`config.mk`:
```
export PLATFORM = sky130hd
export DESIGN_NAME = append_record_allocator_flat
export DESIGN_NICKNAME = d
export VERILOG_FILES = /design/src/hdl/arec_pkg.sv /design/src/hdl/arec_if.sv /design/src/hdl/arec_ram.sv /design/src/hdl/arec_cfg.sv /design/src/hdl/arec_ctrl.sv /design/src/hdl/arec_dp.sv /design/src/hdl/append_record_allocator.sv /design/src/flat_wrapper.sv
export SDC_FILE = /design/constraint.sdc
export NUM_CORES = 2
export LEC_CHECK = 0
export BUFFER_PORTS_ARGS = -buffer_cell sky130_fd_sc_hd__buf_2
export CAP_MARGIN = 20
export CORE_MARGIN = 1
export CORE_UTILIZATION = 60
export CTS_CLUSTER_DIAMETER = 120
export DETAILED_ROUTE_END_ITERATION = 10
export PLACE_DENSITY_LB_ADDON = 0.15
export SETUP_SLACK_MARGIN = 0.2
export SKIP_LAST_GASP = 1
export SLEW_MARGIN = 20
export SYNTH_ARGS = -nofsm -noshare
export SYNTH_HDL_FRONTEND = slang
export SYNTH_HIERARCHICAL = 1
export SYNTH_SLANG_ARGS = --single-unit
```
`constraint.sdc`:
```
create_clock -name clk -period 7.4 [get_ports clk]
set_clock_uncertainty 0.05 [all_clocks]
set_input_delay 0.74 -clock clk [delete_from_list [all_inputs] [get_ports clk]]
set_output_delay 0.74 -clock clk [all_outputs]
set_load 0.02 [all_outputs]
```
`src/hdl/arec_pkg.sv`:
```
package arec_pkg;

	// command codes
	localparam logic [1:0] CMD_ALLOC = 2'd0;
	localparam logic [1:0] CMD_ERASE = 2'd1;
	localparam logic [1:0] CMD_READ  = 2'd2;

	// status codes
	localparam logic [1:0] ST_OK       = 2'd0;
	localparam logic [1:0] ST_BOUNDS   = 2'd1;
	localparam logic [1:0] ST_FULL     = 2'd2;
	localparam logic [1:0] ST_IDX_FULL = 2'd3;

	// register indexes (word address)
	localparam logic [1:0] REG_START  = 2'd0;
	localparam logic [1:0] REG_END    = 2'd1;
	localparam logic [1:0] REG_HEADER = 2'd2;

	// register reset values
	localparam logic [20:0] RST_START  = 21'd4096;
	localparam logic [21:0] RST_END    = 22'd1835008;
	localparam logic [7:0]  RST_HEADER = 8'd16;
	localparam logic [21:0] RST_FREE   = 22'd1830912;

	typedef struct packed {
		logic [20:0] region_start;
		logic [21:0] region_end;
		logic [7:0]  header_bytes;
	} cfg_t;

	// controller commands to the datapath
	typedef struct packed {
		logic load;
		logic calc;
		logic exec;
	} ctl_t;

endpackage

```
`src/hdl/arec_if.sv`:
```
interface arec_req_if;
	logic        valid;
	logic        ready;
	logic [1:0]  cmd;
	logic [23:0] payload_size;
	logic [5:0]  entry_select;

	modport source (output valid, output cmd, output payload_size, output entry_select,
		input ready);
	modport sink (input valid, input cmd, input payload_size, input entry_select,
		output ready);
endinterface

interface arec_rsp_if #(parameter int ADDR_BITS = 21);
	logic                 valid;
	logic                 ready;
	logic [1:0]           status;
	logic [5:0]           entry_index;
	logic [ADDR_BITS-1:0] entry_address;
	logic [21:0]          entry_size;
	logic                 entry_valid;
	logic [21:0]          free_bytes;
	logic [6:0]           record_count;
	logic                 region_healthy;

	modport source (output valid, output status, output entry_index, output entry_address,
		output entry_size, output entry_valid, output free_bytes, output record_count,
		output region_healthy, input ready);
	modport sink (input valid, input status, input entry_index, input entry_address,
		input entry_size, input entry_valid, input free_bytes, input record_count,
		input region_healthy, output ready);
endinterface

```
`src/hdl/arec_ram.sv`:
```
module arec_ram #(
	parameter int WIDTH = 43,
	parameter int DEPTH = 64
) (
	input  logic                 clk,
	input  logic                 we,
	input  logic [(DEPTH > 1 ? $clog2(DEPTH) : 1)-1:0] waddr,
	input  logic [WIDTH-1:0]     wdata,
	input  logic                 re,
	input  logic [(DEPTH > 1 ? $clog2(DEPTH) : 1)-1:0] raddr,
	output logic [WIDTH-1:0]     rdata
);
	logic [WIDTH-1:0] mem [DEPTH];
	logic [WIDTH-1:0] rdata_q;

	// one write port, one registered read port
	always_ff @(posedge clk) begin
		if (we) begin
			mem[waddr] <= wdata;
		end
		if (re) begin
			rdata_q <= mem[raddr];
		end
	end

	assign rdata = rdata_q;
endmodule

```
`src/hdl/arec_cfg.sv`:
```
module arec_cfg (
	input  logic              clk,
	input  logic              arst_n,
	input  logic              psel,
	input  logic              penable,
	input  logic              pwrite,
	input  logic [3:0]        paddr,
	input  logic [31:0]       pwdata,
	output logic [31:0]       prdata,
	output logic              pready,
	output arec_pkg::cfg_t    cfg
);
	arec_pkg::cfg_t cfg_q;
	logic wr_en;

	assign pready = 1'b1;
	assign wr_en  = psel && penable && pwrite;
	assign cfg    = cfg_q;

	// register writes
	always_ff @(posedge clk or negedge arst_n) begin
		if (!arst_n) begin
			cfg_q.region_start <= arec_pkg::RST_START;
			cfg_q.region_end   <= arec_pkg::RST_END;
			cfg_q.header_bytes <= arec_pkg::RST_HEADER;
		end else if (wr_en) begin
			unique case (paddr[3:2])
				arec_pkg::REG_START:  cfg_q.region_start <= pwdata[20:0];
				arec_pkg::REG_END:    cfg_q.region_end   <= pwdata[21:0];
				arec_pkg::REG_HEADER: cfg_q.header_bytes <= pwdata[7:0];
				default: ;
			endcase
		end
	end

	// read back
	always_comb begin
		unique case (paddr[3:2])
			arec_pkg::REG_START:  prdata = 32'(cfg_q.region_start);
			arec_pkg::REG_END:    prdata = 32'(cfg_q.region_end);
			arec_pkg::REG_HEADER: prdata = 32'(cfg_q.header_bytes);
			default:              prdata = '0;
		endcase
	end
endmodule

```
`src/hdl/arec_ctrl.sv`:
```
module arec_ctrl (
	input  logic           clk,
	input  logic           arst_n,
	input  logic           in_valid,
	output logic           in_ready,
	output logic           out_valid,
	input  logic           out_ready,
	output arec_pkg::ctl_t ctl
);
	typedef enum logic [1:0] {
		S_IDLE,
		S_CALC,
		S_EXEC
	} state_t;

	state_t state_q;
	logic   out_valid_q;
	logic   commit;

	assign in_ready  = (state_q == S_IDLE);
	assign out_valid = out_valid_q;
	// commit only when the result register is free or being drained
	assign commit    = (state_q == S_EXEC) && (!out_valid_q || out_ready);

	assign ctl.load = in_valid && in_ready;
	assign ctl.calc = (state_q == S_CALC);
	assign ctl.exec = commit;

	// sequencer and result valid flag
	always_ff @(posedge clk or negedge arst_n) begin
		if (!arst_n) begin
			state_q     <= S_IDLE;
			out_valid_q <= 1'b0;
		end else begin
			unique case (state_q)
				S_IDLE: begin
					if (in_valid) begin
						state_q <= S_CALC;
					end
				end
				S_CALC: begin
					state_q <= S_EXEC;
				end
				S_EXEC: begin
					if (commit) begin
						state_q <= S_IDLE;
					end
				end
				default: state_q <= S_IDLE;
			endcase
			if (commit) begin
				out_valid_q <= 1'b1;
			end else if (out_ready) begin
				out_valid_q <= 1'b0;
			end
		end
	end
endmodule

```
`src/hdl/arec_dp.sv`:
```
module arec_dp #(
	parameter int MAX_ENTRIES = 64,
	parameter int ADDR_BITS   = 21
) (
	input  logic                 clk,
	input  logic                 arst_n,
	input  arec_pkg::cfg_t       cfg,
	input  arec_pkg::ctl_t       ctl,
	input  logic [1:0]           cmd,
	input  logic [23:0]          payload_size,
	input  logic [5:0]           entry_select,
	output logic [1:0]           status,
	output logic [5:0]           entry_index,
	output logic [ADDR_BITS-1:0] entry_address,
	output logic [21:0]          entry_size,
	output logic                 entry_valid,
	output logic [21:0]          free_bytes,
	output logic [6:0]           record_count,
	output logic                 region_healthy
);
	localparam int PW    = ADDR_BITS + 1;
	localparam int W     = (PW > 25 ? PW : 25) + 1;
	localparam int IW    = MAX_ENTRIES > 1 ? $clog2(MAX_ENTRIES) : 1;
	localparam int CNT_W = $clog2(MAX_ENTRIES + 1);
	localparam int DW    = ADDR_BITS + 22;

	// captured request
	logic [1:0]  cmd_q;
	logic [23:0] pay_q;
	logic [5:0]  sel_q;

	// allocator state
	logic [PW-1:0]    wp_q;
	logic [21:0]      bf_q;
	logic [CNT_W-1:0] cnt_q;
	logic             healthy_q;

	// compare/add stage
	logic         oob_s1;
	logic [24:0]  total_s1;
	logic [W-1:0] sum_s1;

	// result register
	logic [1:0]           status_q;
	logic [5:0]           idx_q;
	logic [ADDR_BITS-1:0] addr_q;
	logic [21:0]          size_q;
	logic                 valid_q;
	logic [21:0]          free_q;
	logic [6:0]           count_q;
	logic                 health_q;

	logic [W-1:0]  wp_w, start_w, end_w, span_w, np_w, np_diff_w, cnt_w, max_w, sel_w;
	logic [24:0]   total;
	logic [21:0]   span;
	logic [PW-1:0] rewind_ptr, new_ptr;
	logic [21:0]   bf_alloc;
	logic [W-1:0]  nxt_cnt_w;

	logic [PW-1:0]        nxt_wp;
	logic [21:0]          nxt_bf;
	logic [CNT_W-1:0]     nxt_cnt;
	logic                 nxt_healthy;
	logic [1:0]           res_status;
	logic [5:0]           res_idx;
	logic [ADDR_BITS-1:0] res_addr;
	logic [21:0]          res_size;
	logic                 res_valid;
	logic                 alloc_ok;

	logic [DW-1:0] ram_wdata, ram_rdata;
	logic [IW-1:0] ram_waddr, ram_raddr;

	// common operand views
	assign wp_w      = W'(wp_q);
	assign start_w   = W'(cfg.region_start);
	assign end_w     = W'(cfg.region_end);
	assign cnt_w     = W'(cnt_q);
	assign max_w     = W'(MAX_ENTRIES);
	assign sel_w     = W'(sel_q);
	assign total     = 25'(cfg.header_bytes) + 25'(pay_q);
	assign span_w    = end_w - start_w;
	assign span      = (end_w > start_w) ? span_w[21:0] : '0;
	assign rewind_ptr = start_w[PW-1:0];
	assign new_ptr   = sum_s1[PW-1:0];
	assign np_w      = W'(new_ptr);
	assign np_diff_w = end_w - np_w;
	assign bf_alloc  = (np_w <= end_w) ? np_diff_w[21:0] : '0;

	// index table: address and size per entry
	assign ram_waddr = cnt_q[IW-1:0];
	assign ram_raddr = IW'(sel_q);
	assign ram_wdata = {wp_q[ADDR_BITS-1:0], total_s1[21:0]};

	arec_ram #(
		.WIDTH (DW),
		.DEPTH (MAX_ENTRIES)
	) u_table (
		.clk   (clk),
		.we    (ctl.exec && alloc_ok),
		.waddr (ram_waddr),
		.wdata (ram_wdata),
		.re    (ctl.calc),
		.raddr (ram_raddr),
		.rdata (ram_rdata)
	);

	// capture request and run the bounds check and end-pointer add
	always_ff @(posedge clk) begin
		if (ctl.load) begin
			cmd_q <= cmd;
			pay_q <= payload_size;
			sel_q <= entry_select;
		end
		if (ctl.calc) begin
			oob_s1   <= (wp_w < start_w) || (wp_w >= end_w);
			total_s1 <= total;
			sum_s1   <= wp_w + W'(total);
		end
	end

	// next state and result; table entries below the count are the valid ones
	always_comb begin
		nxt_wp      = wp_q;
		nxt_bf      = bf_q;
		nxt_cnt     = cnt_q;
		nxt_healthy = healthy_q;
		res_status  = arec_pkg::ST_OK;
		res_idx     = '0;
		res_addr    = '0;
		res_size    = '0;
		res_valid   = 1'b0;
		alloc_ok    = 1'b0;
		case (cmd_q)
			arec_pkg::CMD_ALLOC: begin
				res_idx = cnt_w[5:0];
				if (oob_s1) begin
					nxt_wp      = rewind_ptr;
					nxt_bf      = span;
					nxt_healthy = 1'b0;
					res_status  = arec_pkg::ST_BOUNDS;
				end else if (sum_s1 > end_w) begin
					res_status = arec_pkg::ST_FULL;
				end else if (cnt_w >= max_w) begin
					res_status = arec_pkg::ST_IDX_FULL;
				end else begin
					alloc_ok  = 1'b1;
					res_addr  = wp_q[ADDR_BITS-1:0];
					res_size  = total_s1[21:0];
					res_valid = 1'b1;
					nxt_wp    = new_ptr;
					nxt_bf    = bf_alloc;
					nxt_cnt   = cnt_q + CNT_W'(1);
				end
			end
			arec_pkg::CMD_ERASE: begin
				nxt_wp  = rewind_ptr;
				nxt_bf  = span;
				nxt_cnt = '0;
			end
			arec_pkg::CMD_READ: begin
				res_idx = sel_q;
				if (sel_w < cnt_w) begin
					res_addr  = ram_rdata[DW-1:22];
					res_size  = ram_rdata[21:0];
					res_valid = 1'b1;
				end
			end
			default: ;
		endcase
	end

	assign nxt_cnt_w = W'(nxt_cnt);

	// allocator state update
	always_ff @(posedge clk or negedge arst_n) begin
		if (!arst_n) begin
			wp_q      <= PW'(W'(arec_pkg::RST_START));
			bf_q      <= arec_pkg::RST_FREE;
			cnt_q     <= '0;
			healthy_q <= 1'b1;
		end else if (ctl.exec) begin
			wp_q      <= nxt_wp;
			bf_q      <= nxt_bf;
			cnt_q     <= nxt_cnt;
			healthy_q <= nxt_healthy;
		end
	end

	// result register
	always_ff @(posedge clk) begin
		if (ctl.exec) begin
			status_q <= res_status;
			idx_q    <= res_idx;
			addr_q   <= res_addr;
			size_q   <= res_size;
			valid_q  <= res_valid;
			free_q   <= nxt_bf;
			count_q  <= nxt_cnt_w[6:0];
			health_q <= nxt_healthy;
		end
	end

	assign status         = status_q;
	assign entry_index    = idx_q;
	assign entry_address  = addr_q;
	assign entry_size     = size_q;
	assign entry_valid    = valid_q;
	assign free_bytes     = free_q;
	assign record_count   = count_q;
	assign region_healthy = health_q;
endmodule

```
`src/hdl/append_record_allocator.sv`:
```
// Append allocator for variable-size records in a linear region with an index table of
// MAX_ENTRIES entries. Each request (allocate, erase all, read entry) gives one response.
// The operands are captured when the request is accepted. The calc state then registers
// the bounds compare, the end-pointer add and the index table read. The exec state
// commits once the response register is free or being drained: it updates pointer, free
// bytes and count and loads the response register.
// A request is accepted only in the idle state, after the commit of the last one; a
// pending response does not block acceptance, only the commit of the next one. Table
// entries below the record count are the valid ones, so erase needs no clearing pass.
// Region bounds and header length are to be written over the APB port only while no
// request is in flight; the block itself does not enforce this.
module append_record_allocator #(
	parameter int MAX_ENTRIES = 64,
	parameter int ADDR_BITS   = 21
) (
	input  logic        clk,
	input  logic        arst_n,
	input  logic        psel,
	input  logic        penable,
	input  logic        pwrite,
	input  logic [3:0]  paddr,
	input  logic [31:0] pwdata,
	output logic [31:0] prdata,
	output logic        pready,
	arec_req_if.sink    req,
	arec_rsp_if.source  rsp
);
	arec_pkg::cfg_t cfg;
	arec_pkg::ctl_t ctl;

	// configuration registers
	arec_cfg u_cfg (
		.clk     (clk),
		.arst_n  (arst_n),
		.psel    (psel),
		.penable (penable),
		.pwrite  (pwrite),
		.paddr   (paddr),
		.pwdata  (pwdata),
		.prdata  (prdata),
		.pready  (pready),
		.cfg     (cfg)
	);

	// sequencer
	arec_ctrl u_ctrl (
		.clk       (clk),
		.arst_n    (arst_n),
		.in_valid  (req.valid),
		.in_ready  (req.ready),
		.out_valid (rsp.valid),
		.out_ready (rsp.ready),
		.ctl       (ctl)
	);

	// pointer, counters and index table
	arec_dp #(
		.MAX_ENTRIES (MAX_ENTRIES),
		.ADDR_BITS   (ADDR_BITS)
	) u_dp (
		.clk            (clk),
		.arst_n         (arst_n),
		.cfg            (cfg),
		.ctl            (ctl),
		.cmd            (req.cmd),
		.payload_size   (req.payload_size),
		.entry_select   (req.entry_select),
		.status         (rsp.status),
		.entry_index    (rsp.entry_index),
		.entry_address  (rsp.entry_address),
		.entry_size     (rsp.entry_size),
		.entry_valid    (rsp.entry_valid),
		.free_bytes     (rsp.free_bytes),
		.record_count   (rsp.record_count),
		.region_healthy (rsp.region_healthy)
	);
endmodule
```
`src/flat_wrapper.sv`:
```
// flat-port wrapper written by rule: the top's interface ports become plain ports
module append_record_allocator_flat 
#(
	parameter int MAX_ENTRIES = 64,
	parameter int ADDR_BITS   = 21
)
  (clk, arst_n, psel, penable, pwrite, paddr, pwdata, prdata, pready, req_valid, req_cmd, req_payload_size, req_entry_select, req_ready, rsp_valid, rsp_status, rsp_entry_index, rsp_entry_address, rsp_entry_size, rsp_entry_valid, rsp_free_bytes, rsp_record_count, rsp_region_healthy, rsp_ready);
  arec_req_if req_i ();
  arec_rsp_if #(.ADDR_BITS(ADDR_BITS)) rsp_i ();
  input  logic clk;
  input  logic arst_n;
  input  logic psel;
  input  logic penable;
  input  logic pwrite;
  input  logic [3:0] paddr;
  input  logic [31:0] pwdata;
  output logic [31:0] prdata;
  output logic pready;
  input wire logic [$bits(req_i.valid)-1:0] req_valid;
  input wire logic [$bits(req_i.cmd)-1:0] req_cmd;
  input wire logic [$bits(req_i.payload_size)-1:0] req_payload_size;
  input wire logic [$bits(req_i.entry_select)-1:0] req_entry_select;
  output wire logic [$bits(req_i.ready)-1:0] req_ready;
  output wire logic [$bits(rsp_i.valid)-1:0] rsp_valid;
  output wire logic [$bits(rsp_i.status)-1:0] rsp_status;
  output wire logic [$bits(rsp_i.entry_index)-1:0] rsp_entry_index;
  output wire logic [$bits(rsp_i.entry_address)-1:0] rsp_entry_address;
  output wire logic [$bits(rsp_i.entry_size)-1:0] rsp_entry_size;
  output wire logic [$bits(rsp_i.entry_valid)-1:0] rsp_entry_valid;
  output wire logic [$bits(rsp_i.free_bytes)-1:0] rsp_free_bytes;
  output wire logic [$bits(rsp_i.record_count)-1:0] rsp_record_count;
  output wire logic [$bits(rsp_i.region_healthy)-1:0] rsp_region_healthy;
  input wire logic [$bits(rsp_i.ready)-1:0] rsp_ready;
  assign req_i.valid = req_valid;
  assign req_i.cmd = req_cmd;
  assign req_i.payload_size = req_payload_size;
  assign req_i.entry_select = req_entry_select;
  assign req_ready = req_i.ready;
  assign rsp_valid = rsp_i.valid;
  assign rsp_status = rsp_i.status;
  assign rsp_entry_index = rsp_i.entry_index;
  assign rsp_entry_address = rsp_i.entry_address;
  assign rsp_entry_size = rsp_i.entry_size;
  assign rsp_entry_valid = rsp_i.entry_valid;
  assign rsp_free_bytes = rsp_i.free_bytes;
  assign rsp_record_count = rsp_i.record_count;
  assign rsp_region_healthy = rsp_i.region_healthy;
  assign rsp_i.ready = rsp_ready;
  append_record_allocator #(.MAX_ENTRIES(MAX_ENTRIES), .ADDR_BITS(ADDR_BITS)) u_core (.clk(clk), .arst_n(arst_n), .psel(psel), .penable(penable), .pwrite(pwrite), .paddr(paddr), .pwdata(pwdata), .prdata(prdata), .pready(pready), .req(req_i), .rsp(rsp_i));
endmodule
```
==> reports/results.tsv <==
metric	value	unit
outcome	finished, final reports clean	
critical_path_class	reg2reg	
dp.cells	8759	
layout_worst_path_cycle_share	75.5	%
areaGrowthSynthToFinish	12.6	%
synth.top_cell.area_share	72.5	%
preCtsSetupSlack	1980	ps
setup_viol	0	
ff2ff_setup_slack	1820	ps
p_int	0.0326	W
swShare	28.1	%
drtAntennaViolNets	0	
synth_commonest_cells	edfxtp_1 (2958), mux4_2 (726), nor2_1 (260)	
routed_via_density	6.78	
p_seq_share	47.8	%
dieArea	206000	sq um
die_w	454	um
drc	0	
whs	60.4	ps
drv_cap	0	
fin_tns_setup	0	ps
grt_pass1_wl	445000	um
p_leak	45.3	nW
dp_hpwl	185000	um
clockPowerShare	33.3	%
routabilityCongestion	0.898	
layout-drive-gt1-share	26.2	%
grt-ovfl-total	0	
syn_area	123000	sq um
drt_iter0_markers	8080	
dr.pass1.iters	7	
antenna_found_initial	9	
ys.flop_type	edfxtp_1	
fmax	179	MHz
die_y	454	um
critPathCaptureType	flop	
hold_path.class	in2reg	
cp_data_arrival_time	6150	ps
postSynth.asyncResetShare	3.46	%
yosysWarnings	6	
seq_area_frac_synth	74.6	%
yosysMostFrequentCell	edfxtp_1	
worst_slack	1820	ps
finalHoldViolCount	0	
synth.distinct_cells	93	
cts_tree	yes	
io_buffers	168	
synth_area_leaders	edfxtp_1 (72%), mux4_2 (13%), dfrtp_1 (1.9%)	
slew_headroom	23.7	%
rsz0062_at_grt	false	
finalMaxSlewViolations	0	
utilization	68.1	%
layout_min_cycle_time	5580	ps
cp-start-kind	flop	
root_buffer	clkbuf_16	
cts_buffer_depth	4	
avgSynthCellArea	20.3	sq um
synth_top_area_cell	edfxtp_1	
critical_path.max_fanout	27	
p_comb_share	18.9	%
vias	63400	
ir_worst_vdd	334	uV
cts_sinks	3064	
postCtsSetupBuffers	0	
cts-hold-fix-buffers	48	
cp.required	7970	ps
numCtsBuffers	318	
grt_max_degree	101	
fp.coreArea	203000	sq um
htreeDepth	5	
post_drt_wl_per_cell	33.4	um
insertion_delay	960	ps
finalNetCount	6678	
grt_pass1_vias	62000	
rows	165	
grt_usage	30.7	%
drt-total-wl	312000	um
synth_edf_count	2958	
ios	192	
syn-instance-count	6028	
synth_seq_cells	3064	
cts.repair.resized	0	
start_util	60.5	%
power_density	329	nW/um^2
path_clk_slew	60	ps
stdcell_count	9355	
p_switching	0.0128	W
worst_pin_slew	1140	ps
[stage by stage]
stage / total power [W] / instance area, sq um
2_1_floorplan: 0.0270 / 123000
5_1_grt: 0.0467 / 138000
4_1_cts: 0.0455 / 138000
3_3_place_gp: 0.0303 / 128000
3_5_place_dp: 0.0305 / 128000
6_report: 0.0454 / 138000
[cells in the final DEF (no fill, tap or decap), types with 22 or more instances in the layout]
cell type | synthesis | final
nand2b_1 | 23 | 22
clkinv_1 | 0 | 67
mux2_2 | 107 | 107
ha_1 | 144 | 144
a211oi_1 | 27 | 27
buf_12 | 0 | 41
xnor2_1 | 55 | 55
buf_4 | 39 | 159
o22ai_1 | 153 | 153
bufinv_16 | 0 | 22
inv_1 | 102 | 102
nand3_1 | 33 | 33
nor2b_1 | 24 | 23
nor2_4 | 0 | 62
dfrtp_1 | 91 | 71
nand2_1 | 145 | 144
mux2i_1 | 127 | 127
dlygate4sd3_1 | 0 | 48
edfxtp_1 | 2958 | 2958
o21ai_0 | 101 | 101
clkbuf_1 | 130 | 72
mux4_2 | 726 | 726
nor2_1 | 260 | 197
buf_2 | 114 | 167
a21o_1 | 48 | 48
a21oi_1 | 159 | 159
clkbuf_16 | 0 | 325
o221ai_1 | 33 | 32
a22o_1 | 49 | 49
nor3_1 | 53 | 50
clkinv_2 | 0 | 40
[registers in the layout, indices dropped and copies added (netlist names), 21 cells and up]
name / flops
u_core/u_dp/entry_size: 22
u_core/u_dp/total_s1: 22
u_core/u_dp/bf_q: 22
u_core/u_dp/pay_q: 24
u_core/u_dp/entry_address: 21
u_core/u_dp/u_table/rdata: 43
u_core/u_dp/wp_q: 22
u_core/u_cfg/cfg: 51
u_core/u_dp/u_table/mem: 2752
u_core/u_dp/sum_s1: 26
u_core/u_dp/free_bytes: 22
[final cells by class]
class | count | area [sq um]
Clock inverter | 145 | 1240
Fill cell | 12500 | 64500
Multi-Input combinational cell | 2554 | 29800
Tap cell | 2672 | 3340
Clock buffer | 398 | 8420
Antenna cell | 5 | 12.5
Sequential cell | 3064 | 91500
Timing Repair Buffer | 415 | 3330
Inverter | 102 | 383
[critical path, stage by stage (launching register included)]
cell and delay [ps]:
dfrtp_1 680, inv_1 170, ha_1 350, nand4_2 170
nor4_2 330, nand4b_2 410, nor2_2 260, nor2_1 250
nor3_1 250, buf_4 240, nor2b_1 280, nand2_1 640
nor2_4 810, buf_12 310
[cells by family after synthesis]
logic type,after synthesis,synth area share [%]
compound gates,703,3.81
xor+xnor,75,0.536
fa+ha+maj,148,1.53
buf+inv,419,1.57
flops,3064,74.6
mux,969,15.4
other cells,3,0.00918
simple gates,647,2.47
[final timing paths]
kind | start | cells after the start | to
min in group asynchronous | arst_n | 2 | u_core/u_ctrl/out_valid
max reg2reg | u_core/u_cfg/cfg[29] | 13 | u_core/u_dp/u_table/mem[56][4]
max | u_core/u_cfg/cfg[29] | 13 | u_core/u_dp/u_table/mem[56][4]
min reg2reg | u_core/u_dp/bf_q[16] | 2 | u_core/u_dp/bf_q[16]
min | pwdata[18] | 2 | u_core/u_cfg/cfg[26]
max in group asynchronous | arst_n | 3 | u_core/u_dp/wp_q[2]
[per-layer routing]
layer,vias up,routed length [um],track usage (%)
met3,494,31300,5.66
met2,3600,148000,47.1
li1,25800,-,-
met5,-,14,0
met1,33500,122000,44.8
met4,2,11100,11.0
[power by group through the flow]
stage / registers [W] / clock network [W] / logic [W]
final: 0.0217 / 0.0151 / 0.00856
after CTS: 0.0217 / 0.0153 / 0.00852
after global placement: 0.0220 / 0 / 0.00829
after global routing: 0.0217 / 0.0159 / 0.00908
after floorplan: 0.0226 / 0 / 0.00449
after detailed placement: 0.0220 / 0 / 0.00847
Power figures use the tool's default switching activity.
